File: src/hdl/chsq_pkg.sv
// chsq_pkg: constants, command/status structs and exp fraction table
// for the chi-square histogram likelihood block; no dependencies
`timescale 1ns / 1ps
package chsq_pkg;
    localparam int MAX_BINS_DEF        = 4096;
    localparam int EXP_TABLE_DEPTH_DEF = 256;
    localparam int ACC_W               = 28;
    localparam int BIN_W               = 16;
    localparam int GAIN_W              = 16;
    localparam int GSIZE_W             = 11;
    localparam int CNT_W               = 10;
    localparam int CFG_IDX_W           = 1;
    localparam int DIV_STEPS           = 32;
    localparam logic [CFG_IDX_W-1:0] REG_GAIN  = 1'd0;
    localparam logic [CFG_IDX_W-1:0] REG_GSIZE = 1'd1;
    localparam logic [ACC_W-1:0] ACC_MAX = {ACC_W{1'b1}};
    localparam logic [16:0] LOG2E_Q16 = 17'd94548;
    localparam logic [63:0] LN2_Q32   = 64'd2977044472;
    localparam logic [63:0] ONE_Q32   = 64'h1_0000_0000;

    typedef struct packed {
        logic load;      // latch input item, start divider
        logic step;      // one divider step
        logic accum;     // add term to accumulators
        logic exp_mul1;  // gain * distance
        logic exp_mul2;  // * log2(e)
        logic exp_fin;   // table lookup and shift into output register
    } cmd_t;

    typedef struct packed {
        logic div_done;
        logic last;
    } stat_t;

    // shift and subtract long division, used only to build the table
    function automatic logic [63:0] udiv64(input logic [63:0] num, input logic [63:0] den);
        logic [63:0] q;
        logic [64:0] r;
        q = '0;
        r = '0;
        for (int b = 63; b >= 0; b--)
        begin
            r = {r[63:0], num[b]};
            if (r >= {1'b0, den})
            begin
                r    = r - {1'b0, den};
                q[b] = 1'b1;
            end
        end
        return q;
    endfunction

    // 2^(-i/depth) * 65535, rounded, from a 16-term series for exp(-u) in Q.32
    function automatic logic [15:0] exp_entry(input int i, input int depth);
        logic [63:0] t;
        logic [63:0] u;
        logic [63:0] s;
        logic [63:0] term;
        logic [63:0] e;
        t    = udiv64({32'(i), 32'd0}, 64'(depth));
        u    = (t * LN2_Q32) >> 32;
        s    = ONE_Q32;
        term = ONE_Q32;
        for (int k = 1; k <= 16; k++)
        begin
            term = udiv64((term * u) >> 32, 64'(k));
            if ((k & 1) != 0)
                s = s - term;
            else
                s = s + term;
        end
        e = (64'd65535 * s + 64'h8000_0000) >> 32;
        if (e > 64'd65535)
            e = 64'd65535;
        return e[15:0];
    endfunction
endpackage

File: src/hdl/chsq_ctrl.sv
// chsq_ctrl: sequencer for one item (divide, accumulate, exponent)
// depends on chsq_pkg
`timescale 1ns / 1ps
module chsq_ctrl
(
    input  logic            clk,
    input  logic            rst_n,
    input  logic            in_valid,
    output logic            in_stall,
    output logic            out_valid,
    input  logic            out_stall,
    output chsq_pkg::cmd_t  cmd,
    input  chsq_pkg::stat_t stat
);
    localparam logic [2:0] ST_IDLE = 3'd0;
    localparam logic [2:0] ST_DIV  = 3'd1;
    localparam logic [2:0] ST_ACC  = 3'd2;
    localparam logic [2:0] ST_M1   = 3'd3;
    localparam logic [2:0] ST_M2   = 3'd4;
    localparam logic [2:0] ST_FIN  = 3'd5;

    logic [2:0] state_reg, state_next;
    logic       ovalid_reg, ovalid_next;

    assign out_valid = ovalid_reg;
    // a waiting result blocks only the final write into the output register
    assign in_stall  = (state_reg != ST_IDLE);

    always_comb
    begin
        state_next  = state_reg;
        ovalid_next = ovalid_reg && out_stall;
        cmd         = '0;
        case (state_reg)
            ST_IDLE:
            begin
                if (in_valid)
                begin
                    cmd.load   = 1'b1;
                    state_next = ST_DIV;
                end
            end
            ST_DIV:
            begin
                cmd.step = 1'b1;
                if (stat.div_done)
                    state_next = ST_ACC;
            end
            ST_ACC:
            begin
                cmd.accum  = 1'b1;
                state_next = stat.last ? ST_M1 : ST_IDLE;
            end
            ST_M1:
            begin
                cmd.exp_mul1 = 1'b1;
                state_next   = ST_M2;
            end
            ST_M2:
            begin
                cmd.exp_mul2 = 1'b1;
                state_next   = ST_FIN;
            end
            ST_FIN:
            begin
                if (!ovalid_next)
                begin
                    cmd.exp_fin = 1'b1;
                    ovalid_next = 1'b1;
                    state_next  = ST_IDLE;
                end
            end
            default:
                state_next = ST_IDLE;
        endcase
    end

    always_ff @(posedge clk or negedge rst_n)
    begin
        if (!rst_n)
        begin
            state_reg  <= ST_IDLE;
            ovalid_reg <= 1'b0;
        end
        else
        begin
            state_reg  <= state_next;
            ovalid_reg <= ovalid_next;
        end
    end

`ifndef SYNTHESIS
    a_fin_needs_free: assert property (@(posedge clk) disable iff (!rst_n)
        cmd.exp_fin |-> !(ovalid_reg && out_stall))
        else $error("result overwritten");
    a_held: assert property (@(posedge clk) disable iff (!rst_n)
        (out_valid && out_stall) |=> out_valid)
        else $error("result dropped");
    a_load_idle: assert property (@(posedge clk) disable iff (!rst_n)
        cmd.load |-> state_reg == ST_IDLE)
        else $error("load outside idle");
`endif
endmodule

File: config.mk
export PLATFORM = sky130hd
export DESIGN_NAME = chsq_ctrl
export DESIGN_NICKNAME = d
export VERILOG_FILES = /design/src/hdl/chsq_pkg.sv /design/src/hdl/chsq_ctrl.sv
export SDC_FILE = /design/constraint.sdc
export NUM_CORES = 1
export LEC_CHECK = 0
export ABC_CLOCK_PERIOD_IN_PS = 1450
export BUFFER_PORTS_ARGS = -buffer_cell sky130_fd_sc_hd__buf_2
export CELL_PAD_IN_SITES_DETAIL_PLACEMENT = 0
export CELL_PAD_IN_SITES_GLOBAL_PLACEMENT = 1
export CORE_AREA = 2 2 39 41
export CTS_CLUSTER_DIAMETER = 150
export DETAILED_ROUTE_END_ITERATION = 12
export DIE_AREA = 0 0 41 43
export HOLD_SLACK_MARGIN = 0.02
export PLACE_DENSITY = 0.67
export SETUP_SLACK_MARGIN = 0.5
export SYNTH_ARGS = -nofsm -noshare
export SYNTH_HDL_FRONTEND = slang
export SYNTH_SLANG_ARGS = --single-unit
File: constraint.sdc
create_clock -name clk -period 1.45 [get_ports clk]
set_clock_uncertainty 0.05 [all_clocks]
set_input_delay 0.145 -clock clk [delete_from_list [all_inputs] [get_ports clk]]
set_output_delay 0.145 -clock clk [all_outputs]
set_load 0.02 [all_outputs]
# Word level (Yosys, flattened, before mapping)
# Index checks and enable logic that the tools add are counted.
[word_totals]
word_cells = 28
out_inout_bits = 8
regBits = 4
input_bits = 6
[op_classes]
reduce_logical = 4
eq_ne = 8
muxes = 14
[op_table]
columns = ["cell", "count"]
rows = [
  ["case mux 3 bit (6 select lines)", 1],
  ["2-to-1 mux 1 bit", 9],
  ["2-to-1 mux 3 bit", 3],
  ["== test 3 x 2 -> 1 bit, second input constant", 2],
  ["== test 3 bit, second input constant", 2],
  ["!= test 2 bit, second input constant", 3],
  ["== test 3 x 1 -> 1 bit, second input constant", 1],
  ["logical NOT 3 bit", 1],
  ["AND reduction 3 bit", 1],
  ["nonzero test 3 bit", 1],
  ["2-to-1 mux 2 bit", 1],
  ["logical AND 1 bit", 1],
]

# Longest topological paths before layout
# Gate-level depths: netlist (run 1).
[depth]
ltp_word = 3
mapped_depth = 4
depth_no_buf = 3

# Worst setup path before layout (run 1)
# Ideal clock, no wire load.
[synth_path]
path_kind = "register -> output"
start = "register state_reg[1]"
end = "output port cmd[5] (netlist name)"
required_ns = 1.255
t_arrival_ns = 1.119
stages_incl_launch_ff = 4
setup_slack_ns = 0.136
n_path_buf = 1
path_cell_list = "dfrtp_1 -> buf_6 -> or3_4 -> nor2_2"
[synth_rtl]
columns = ["element", "line_no", "rtl"]
rows = [
  ["from (decl)", "chsq_ctrl.sv:22", "logic [2:0] state_reg, state_next;"],
  ["from (signal assigned)", "chsq_ctrl.sv:87", "state_reg <= state_next;"],
  ["to (decl)", "chsq_ctrl.sv:12", "output chsq_pkg::cmd_t cmd,"],
]

==> results of run 1 <==
[path summary, 6_finish.rpt]
kind,start,to,slack [ns]
max in group asynchronous,rst_n,state_reg[2],1.02
worst max-delay path,state_reg[0],cmd[5],0.02
worst max register to register,state_reg[0],state_reg[0],0.28
worst min-delay path,stat[1],state_reg[1],0.12
min in group asynchronous,rst_n,out_valid,0.19
worst min register to register,out_valid,out_valid,0.55
[synth_stat cells]
| cell type | n |
|---|---|
| buf_6 | 2 |
| nor2b_1 | 1 |
| nand2_1 | 6 |
| a31o_2 | 1 |
| o22ai_2 | 1 |
| or3_4 | 1 |
| o21a_1 | 1 |
| nand3_1 | 1 |
| nor2_1 | 4 |
| nor2_2 | 1 |
| nor3_1 | 1 |
| nor3b_1 | 1 |
| o32a_1 | 1 |
| buf_2 | 1 |
| dfrtp_1 | 4 |
| a21oi_1 | 2 |
| inv_1 | 3 |
| nand2b_1 | 1 |
| nand3b_1 | 1 |
[stage by stage]
step / cells / TNS [ns] / utilization, %
6_report: 73 / 0 / 40.7
5_1_grt: 73 / -0.0403 / 40.7
4_1_cts: 72 / -0.00134 / 37.1
3_5_place_dp: 62 / 0 / 27.3
3_3_place_gp: 62 / 0 / 27.3
2_1_floorplan: 34 / 0 / -
[power groups by stage]
stage	registers [mW]	clock network [mW]	logic [mW]
after floorplan	0.212	0	0.522
after global placement	0.256	0	0.605
after detailed placement	0.255	0	0.607
after CTS	0.229	0.158	0.898
after global routing	0.245	0.171	1.08
final	0.237	0.149	1.02
[kinds of logic after synthesis]
logic type             after synthesis  share of synthesized area [%]
and+or+nand+nor                     18                           33.0
AOI/OAI and AO/OA                    6                           17.4
buffers and inverters                6                           13.8
DFF                                  4                           35.7
[worst max-delay path, stage by stage (launching register included)]
cell and delay, ns:
dfrtp_1 0.40, or3_4 0.41, nor2_4 0.09, buf_6 0.11
[per-layer routing]
layer	wire length (µm)	share of wire, %	global-route usage (%)
met1	375	44	12.1
met2	412	49	17.8
met3	58	6.9	1.57
met4	0	0	8.00
met5	0	0	0
[what timing repair did]
item,CTS,global route
buffers inserted,5,1
resized for setup,20,11
hold endpoints to repair,4,0
pin swaps,5,2
hold buffers,1,0
endpoints found under the setup margin,12,12
[final cells by class]
| type | count | area, µm² | area share, % |
|---|---|---|---|
| inverter | 3 | 13.8 | 2.44 |
| multi-input combinational | 24 | 213 | 37.8 |
| clock buffer | 4 | 26.3 | 4.67 |
| sequential | 4 | 104 | 18.4 |
| timing repair buffer | 22 | 186 | 33.1 |
| tap | 16 | 20.0 | 3.56 |
==> impl_results.html, run 1 <==
<table>
<tr><th>Metric</th><th>Value</th></tr>
<tr><th colspan="2">Status</th></tr>
<tr><td>Run status</td><td>complete, no violations</td></tr>
<tr><th colspan="2">Critical path</th></tr>
<tr><td>Worst Setup End Kind</td><td>primary output</td></tr>
<tr><td>Crit path launch type</td><td>flop</td></tr>
<tr><td>Category of the most critical setup path</td><td>reg -&gt; out</td></tr>
<tr><td>Maximum fanout along the worst path</td><td>3</td></tr>
<tr><td>Required arrival time at the worst endpoint</td><td>1.25 ns</td></tr>
<tr><td>Register-to-Register Path Depth</td><td>3</td></tr>
<tr><td>Arrival time at the worst endpoint</td><td>1.24 ns</td></tr>
<tr><th colspan="2">Cells and area</th></tr>
<tr><td>Fraction of final layout cells sized beyond drive strength 1</td><td>73.7%</td></tr>
<tr><td>Number of flip-flops under the largest register name</td><td>3</td></tr>
<tr><td>Final Net Count</td><td>64</td></tr>
<tr><td>Final antenna diode count</td><td>0</td></tr>
<tr><td>Final design area excluding fillers</td><td>563 µm²</td></tr>
<tr><td>Most frequent cells in the layout</td><td>buf_6, buf_2, buf_4</td></tr>
<tr><td>Commonest non-fill, non-tap cell in the layout</td><td>buf_6</td></tr>
<tr><td>Layout area overhead</td><td>101%</td></tr>
<tr><td>Fill cell count</td><td>149</td></tr>
<tr><th colspan="2">Timing</th></tr>
<tr><td>Shortest clock period the worst path allows after layout</td><td>1.43 ns</td></tr>
<tr><td>Number of setup violations in the final report</td><td>0</td></tr>
<tr><td>Tightest slew margin relative to the limit</td><td>88.4%</td></tr>
<tr><td>RSZ-0062 raised after global routing</td><td>yes</td></tr>
<tr><td>Final worst setup slack</td><td>0.0151 ns</td></tr>
<tr><td>Final Cycle Share</td><td>99.0%</td></tr>
<tr><td>Number of pins with negative max-slew slack in the final report</td><td>0</td></tr>
<tr><td>Final Hold Violating Endpoints</td><td>0</td></tr>
<tr><td>WHS</td><td>0.122 ns</td></tr>
<tr><td>Maximum clock rate</td><td>0.697 GHz</td></tr>
<tr><td>Worst Tran Pin Value</td><td>0.174 ns</td></tr>
<tr><th colspan="2">Synthesis</th></tr>
<tr><td>Area leader, netlist</td><td>dfrtp_1</td></tr>
<tr><td>Net count after synthesis</td><td>40</td></tr>
<tr><td>Total number of yosys warnings</td><td>0</td></tr>
<tr><td>Post-synthesis area per instance</td><td>8.24 µm²</td></tr>
<tr><td>Top cell type's share of synthesized area</td><td>35.7%</td></tr>
<tr><td>Sequential cell area fraction in the yosys report</td><td>35.7%</td></tr>
<tr><td>Post-synthesis sequential element count</td><td>4</td></tr>
<tr><td>Number of instances in the synthesized netlist</td><td>34</td></tr>
<tr><td>Number of distinct library cells after synthesis</td><td>19</td></tr>
<tr><td>Top cells by area in the synthesized netlist</td><td>dfrtp_1, buf_6, nand2_1, nor2_1, o22ai_2</td></tr>
<tr><td>Summed instance area of the synthesized netlist</td><td>280 µm²</td></tr>
<tr><th colspan="2">Place</th></tr>
<tr><td>Post-DP Area</td><td>378 µm²</td></tr>
<tr><td>Port buffer count</td><td>13</td></tr>
<tr><td>Placer's final routability congestion estimate</td><td>0.653</td></tr>
<tr><td>Setup slack after placement</td><td>0.135 ns</td></tr>
<tr><td>Post-detailed-placement half-perimeter wirelength</td><td>536 µm</td></tr>
<tr><th colspan="2">CTS</th></tr>
<tr><td>CTS Buf Count</td><td>3</td></tr>
<tr><td>Htree depth</td><td>1</td></tr>
<tr><td>Clock Latency Late Sink</td><td>0.23 ns</td></tr>
<tr><td>Cell at the root of the clock tree</td><td>clkbuf_4</td></tr>
<tr><td>CTS sink cnt</td><td>4</td></tr>
<tr><td>Bufs on Longest Clock Path</td><td>2</td></tr>
<tr><td>TritonCTS clock tree</td><td>built</td></tr>
<tr><td>Clock slew at the register clock pins of the worst setup and hold paths</td><td>0.04 ns</td></tr>
<tr><th colspan="2">GRT</th></tr>
<tr><td>Antenna violations before repair</td><td>0</td></tr>
<tr><td>GRT overflow</td><td>0</td></tr>
<tr><td>Maximum number of pins on one net before global-route repair</td><td>8</td></tr>
<tr><td>Overall track demand over capacity in global routing</td><td>11.0%</td></tr>
<tr><td>Via count of the first global-routing pass</td><td>343</td></tr>
<tr><td>First-pass GRT wire length</td><td>1.30 mm</td></tr>
<tr><th colspan="2">Detailed routing</th></tr>
<tr><td>Wirelength, routed</td><td>846 µm</td></tr>
<tr><td>Via count of the routed design</td><td>317</td></tr>
<tr><td>Detail Route Antenna Nets</td><td>0</td></tr>
<tr><td>Number of DRC violations after detailed-routing iteration 0</td><td>3</td></tr>
<tr><td>Number of vias per cell</td><td>4.34</td></tr>
<tr><td>Count of TritonRoute iterations in the first routing pass</td><td>2</td></tr>
<tr><td># DRC</td><td>0</td></tr>
<tr><td>Wire per inst</td><td>11.6 µm</td></tr>
<tr><th colspan="2">Power</th></tr>
<tr><td>Total power per unit cell area</td><td>2490 nW/µm²</td></tr>
<tr><td>Sequential group share of total power</td><td>16.9%</td></tr>
<tr><td>Net Sw Frac</td><td>44.1%</td></tr>
<tr><td>Combinational share of power</td><td>72.5%</td></tr>
<tr><td>IR drop worst, VDD</td><td>0.000807 V</td></tr>
<tr><td>Clock network fraction of total power</td><td>10.7%</td></tr>
<tr><td>Design internal power</td><td>0.785 mW</td></tr>
<tr><td>Post-layout total power</td><td>1.40 mW</td></tr>
<tr><td>Switching component of the power</td><td>0.618 mW</td></tr>
<tr><td>Cell leakage power</td><td>0.271 nW</td></tr>
<tr><th colspan="2">Floorplanning</th></tr>
<tr><td>Horizontal die dimension</td><td>41 µm</td></tr>
<tr><td>Die extent in y</td><td>43 µm</td></tr>
<tr><td>Std cell rows</td><td>14</td></tr>
<tr><td>Die area</td><td>1760 µm²</td></tr>
<tr><td>Core area</td><td>1380 µm²</td></tr>
<tr><td>I/O pin cnt</td><td>14</td></tr>
<tr><td>Starting density of the core</td><td>20.3%</td></tr>
<tr><th colspan="2">Worst hold path</th></tr>
<tr><td>Class of the most critical hold timing path</td><td>in -&gt; reg</td></tr>
<tr><td>Hold depth</td><td>3</td></tr>
<tr><th colspan="2">Flow run</th></tr>
<tr><td>Number of max-cap violations</td><td>0</td></tr>
</table>
Note: power is estimated with default switching activity, not from simulation.
==> inputs of run 2 (changes only) <==
Settings changed: PLACE_DENSITY 0.67 to unset, PLACE_DENSITY_LB_ADDON set to 0.1.
==> impl_results.html, run 2 (synthesized netlist as in run 1, its figures left out) <==
<table>
<tr><th>Metric</th><th>Value</th></tr>
<tr><th colspan="2">Detailed routing</th></tr>
<tr><td>Via count of the routed design</td><td>335 (+5.7%)</td></tr>
<tr><td>Wirelength, routed</td><td>830 µm (-1.9%)</td></tr>
<tr><td>Sum of met3 wire segment lengths after detailed routing</td><td>37 µm (-36%)</td></tr>
<tr><td>DR top layer</td><td>met3</td></tr>
<tr><td>Wire per inst</td><td>10.9 µm (-5.8%)</td></tr>
<tr><td>Metal2 WL</td><td>449 µm (+9.0%)</td></tr>
<tr><td>Detailed-route wire length on metal 1</td><td>343 µm (-8.5%)</td></tr>
<tr><td># DRC</td><td>0 (unchanged)</td></tr>
<tr><td>Number of vias per cell</td><td>4.41 (+1.5%)</td></tr>
<tr><td>Count of TritonRoute iterations in the first routing pass</td><td>1 (-1)</td></tr>
<tr><td>Number of DRC violations after detailed-routing iteration 0</td><td>0 (-3)</td></tr>
<tr><td>Detail Route Antenna Nets</td><td>0 (unchanged)</td></tr>
<tr><th colspan="2">Critical path</th></tr>
<tr><td>Worst Setup End Kind</td><td>primary output</td></tr>
<tr><td>Max stage delay cell, worst path</td><td>dfrtp_2</td></tr>
<tr><td>Cell Chain, Critical Path</td><td>or3_4 -&gt; nor2_4 -&gt; buf_6</td></tr>
<tr><td>Reg2Reg Setup Slack</td><td>0.30 ns (+0.02 ns)</td></tr>
<tr><td>Reg2Reg Capture Point</td><td>state_reg[0]</td></tr>
<tr><td>Largest incremental delay on the critical path</td><td>0.41 ns (about the same)</td></tr>
<tr><td>Launch instance of the worst register-to-register path</td><td>state_reg[1]</td></tr>
<tr><td>Required arrival time at the worst endpoint</td><td>1.25 ns (about the same)</td></tr>
<tr><td>Arrival time at the worst endpoint</td><td>1.25 ns (about the same)</td></tr>
<tr><td>Register-to-Register Path Depth</td><td>4 (+1)</td></tr>
<tr><td>Crit path launch type</td><td>flop</td></tr>
<tr><td>Category of the most critical setup path</td><td>reg -&gt; out</td></tr>
<tr><td>Maximum fanout along the worst path</td><td>4 (+1)</td></tr>
<tr><th colspan="2">GRT</th></tr>
<tr><td>First-pass GRT wire length</td><td>1.39 mm (+6.8%)</td></tr>
<tr><td>Antenna violations before repair</td><td>0 (unchanged)</td></tr>
<tr><td>GRT overflow</td><td>0 (unchanged)</td></tr>
<tr><td>Via count of the first global-routing pass</td><td>353 (+2.9%)</td></tr>
<tr><td>Overall track demand over capacity in global routing</td><td>11.9% (+0.88 points)</td></tr>
<tr><td>Maximum number of pins on one net before global-route repair</td><td>8 (unchanged)</td></tr>
<tr><th colspan="2">Worst hold path</th></tr>
<tr><td>Hold Crit Start</td><td>stat[1]</td></tr>
<tr><td>Class of the most critical hold timing path</td><td>in -&gt; reg</td></tr>
<tr><td>Hold depth</td><td>3 (unchanged)</td></tr>
<tr><td>Worst hold endpoint</td><td>state_reg[1]</td></tr>
<tr><th colspan="2">CTS</th></tr>
<tr><td>Htree depth</td><td>1 (unchanged)</td></tr>
<tr><td>Bufs on Longest Clock Path</td><td>2 (unchanged)</td></tr>
<tr><td>CTS sink cnt</td><td>4 (unchanged)</td></tr>
<tr><td>Clock Latency Late Sink</td><td>0.24 ns (about the same)</td></tr>
<tr><td>Clock slew at the register clock pins of the worst setup and hold paths</td><td>0.03 ns (about the same)</td></tr>
<tr><td>Cell at the root of the clock tree</td><td>clkbuf_4</td></tr>
<tr><td>CTS Buf Count</td><td>3 (unchanged)</td></tr>
<tr><td>TritonCTS clock tree</td><td>built</td></tr>
<tr><th colspan="2">Cells and area</th></tr>
<tr><td>Most frequent cells in the layout</td><td>buf_6, buf_4, buf_2</td></tr>
<tr><td>Layout area overhead</td><td>114%</td></tr>
<tr><td>Final Net Count</td><td>67 (+4.7%)</td></tr>
<tr><td>Commonest non-fill, non-tap cell in the layout</td><td>buf_6</td></tr>
<tr><td>Number of flip-flops under the largest register name</td><td>3 (unchanged)</td></tr>
<tr><td>Final core utilization</td><td>43.3% (+2.6 points)</td></tr>
<tr><td>Final antenna diode count</td><td>0 (unchanged)</td></tr>
<tr><td>Fraction of final layout cells sized beyond drive strength 1</td><td>76.7% (+3.0 points)</td></tr>
<tr><td>Final cell count without fillers</td><td>76 (+4.1%)</td></tr>
<tr><th colspan="2">Place</th></tr>
<tr><td>Number of instances in the placed design</td><td>62 (unchanged)</td></tr>
<tr><td>Placer's final routability congestion estimate</td><td>0.654 (about the same)</td></tr>
<tr><td>Post-detailed-placement half-perimeter wirelength</td><td>551 µm (+3.0%)</td></tr>
<tr><td>Port buffer count</td><td>13 (unchanged)</td></tr>
<tr><th colspan="2">Floorplanning</th></tr>
<tr><td>I/O pin cnt</td><td>14 (unchanged)</td></tr>
<tr><td>Die extent in y</td><td>43 µm (unchanged)</td></tr>
<tr><td>Starting density of the core</td><td>20.3% (unchanged)</td></tr>
<tr><td>Horizontal die dimension</td><td>41 µm (unchanged)</td></tr>
<tr><td>Die area</td><td>1760 µm² (unchanged)</td></tr>
<tr><td>Std cell rows</td><td>14 (unchanged)</td></tr>
<tr><td>Core area</td><td>1380 µm² (unchanged)</td></tr>
<tr><th colspan="2">Timing</th></tr>
<tr><td>Final Cycle Share</td><td>99.5% (+0.58 points)</td></tr>
<tr><td>Final Hold Violating Endpoints</td><td>0 (unchanged)</td></tr>
<tr><td>Shortest clock period the worst path allows after layout</td><td>1.44 ns (+0.00841 ns)</td></tr>
<tr><td>Tightest slew margin relative to the limit</td><td>88.6% (+0.21 points)</td></tr>
<tr><td>RSZ-0062 raised after global routing</td><td>yes</td></tr>
<tr><td>Maximum clock rate</td><td>0.693 GHz (-0.58%)</td></tr>
<tr><td>Worst Tran Pin Value</td><td>0.171 ns (-0.00315 ns)</td></tr>
<tr><td>Number of setup violations in the final report</td><td>0 (unchanged)</td></tr>
<tr><td>Number of pins with negative max-slew slack in the final report</td><td>0 (unchanged)</td></tr>
<tr><th colspan="2">Power</th></tr>
<tr><td>IR drop worst, VDD</td><td>0.000864 V (+7.0%)</td></tr>
<tr><td>Total power per unit cell area</td><td>2520 nW/µm² (+0.97%)</td></tr>
<tr><td>Cell leakage power</td><td>0.289 nW (+6.6%)</td></tr>
<tr><th colspan="2">Status</th></tr>
<tr><td>Run status</td><td>complete, no violations</td></tr>
<tr><th colspan="2">Flow run</th></tr>
<tr><td>Number of max-cap violations</td><td>0 (unchanged)</td></tr>
</table>
run 2: cell count changes in the layout (fill, tap and decap cells not counted), sizes merged:
cell / previous run / this run
buf: 21 / 24
run 2: worst max-delay path by stage:
stage	from	end	cells after the start
global placement	state_reg[1]	cmd[5]	3
floorplan	state_reg[1]	cmd[5]	3
global route	state_reg[0]	cmd[5]	3
detailed placement	state_reg[1]	cmd[5]	3
finish	state_reg[0]	cmd[5]	3
CTS	state_reg[0]	cmd[5]	3
run 2: cell type report:
cell class | count | area [µm²]
tap | 16 | 20.0
clock buffer | 4 | 26.3
multi-input combinational | 24 | 225
fill | 144 | 785
sequential | 4 | 104
inverter | 3 | 11.3
timing repair buffer | 25 | 213
run 2: repair_timing:
item                                   CTS  global route
cloned                                   0             0
pin swaps                                5             1
setup endpoints to repair               12            12
hold buffers                             1             0
resized for setup                       30             4
buffers inserted                         8             1
endpoints found under the hold margin    4             0
run 2: power breakdown:
part,internal [mW],switching [mW]
registers,0.173,0.0704
logic,0.589,0.526
clock network,0.103,0.0465
run 2: per-stage QoR:
stage / hold WS (ns) / setup TNS [ns] / power, mW / setup slack, ns / instance area (µm²)
after floorplan: -0.201 / 0 / 0.734 / 0.188 / 305
after CTS: 0.121 / -0.00682 / 1.45 / -0.00682 / 578
final: 0.137 / 0 / 1.51 / 0.00666 / 599
after global placement: -0.0936 / 0 / 0.859 / 0.152 / 378
after global routing: 0.138 / -0.0648 / 1.61 / -0.0393 / 599
after detailed placement: -0.0915 / 0 / 0.858 / 0.134 / 378
run 2: routing by layer:
metal	track usage, %	vias up
met5	0	-
met4	10.0	0
met3	1.57	0
met2	18.8	10
met1	13.0	162
li1	-	163
run 2: critical path, delay by kind of cell, from the launching register on:
family / cells / cell delay, ns
AND/OR/NAND/NOR: 2 / 0.49
flip-flops: 1 / 0.41
buffers and inverters: 1 / 0.11
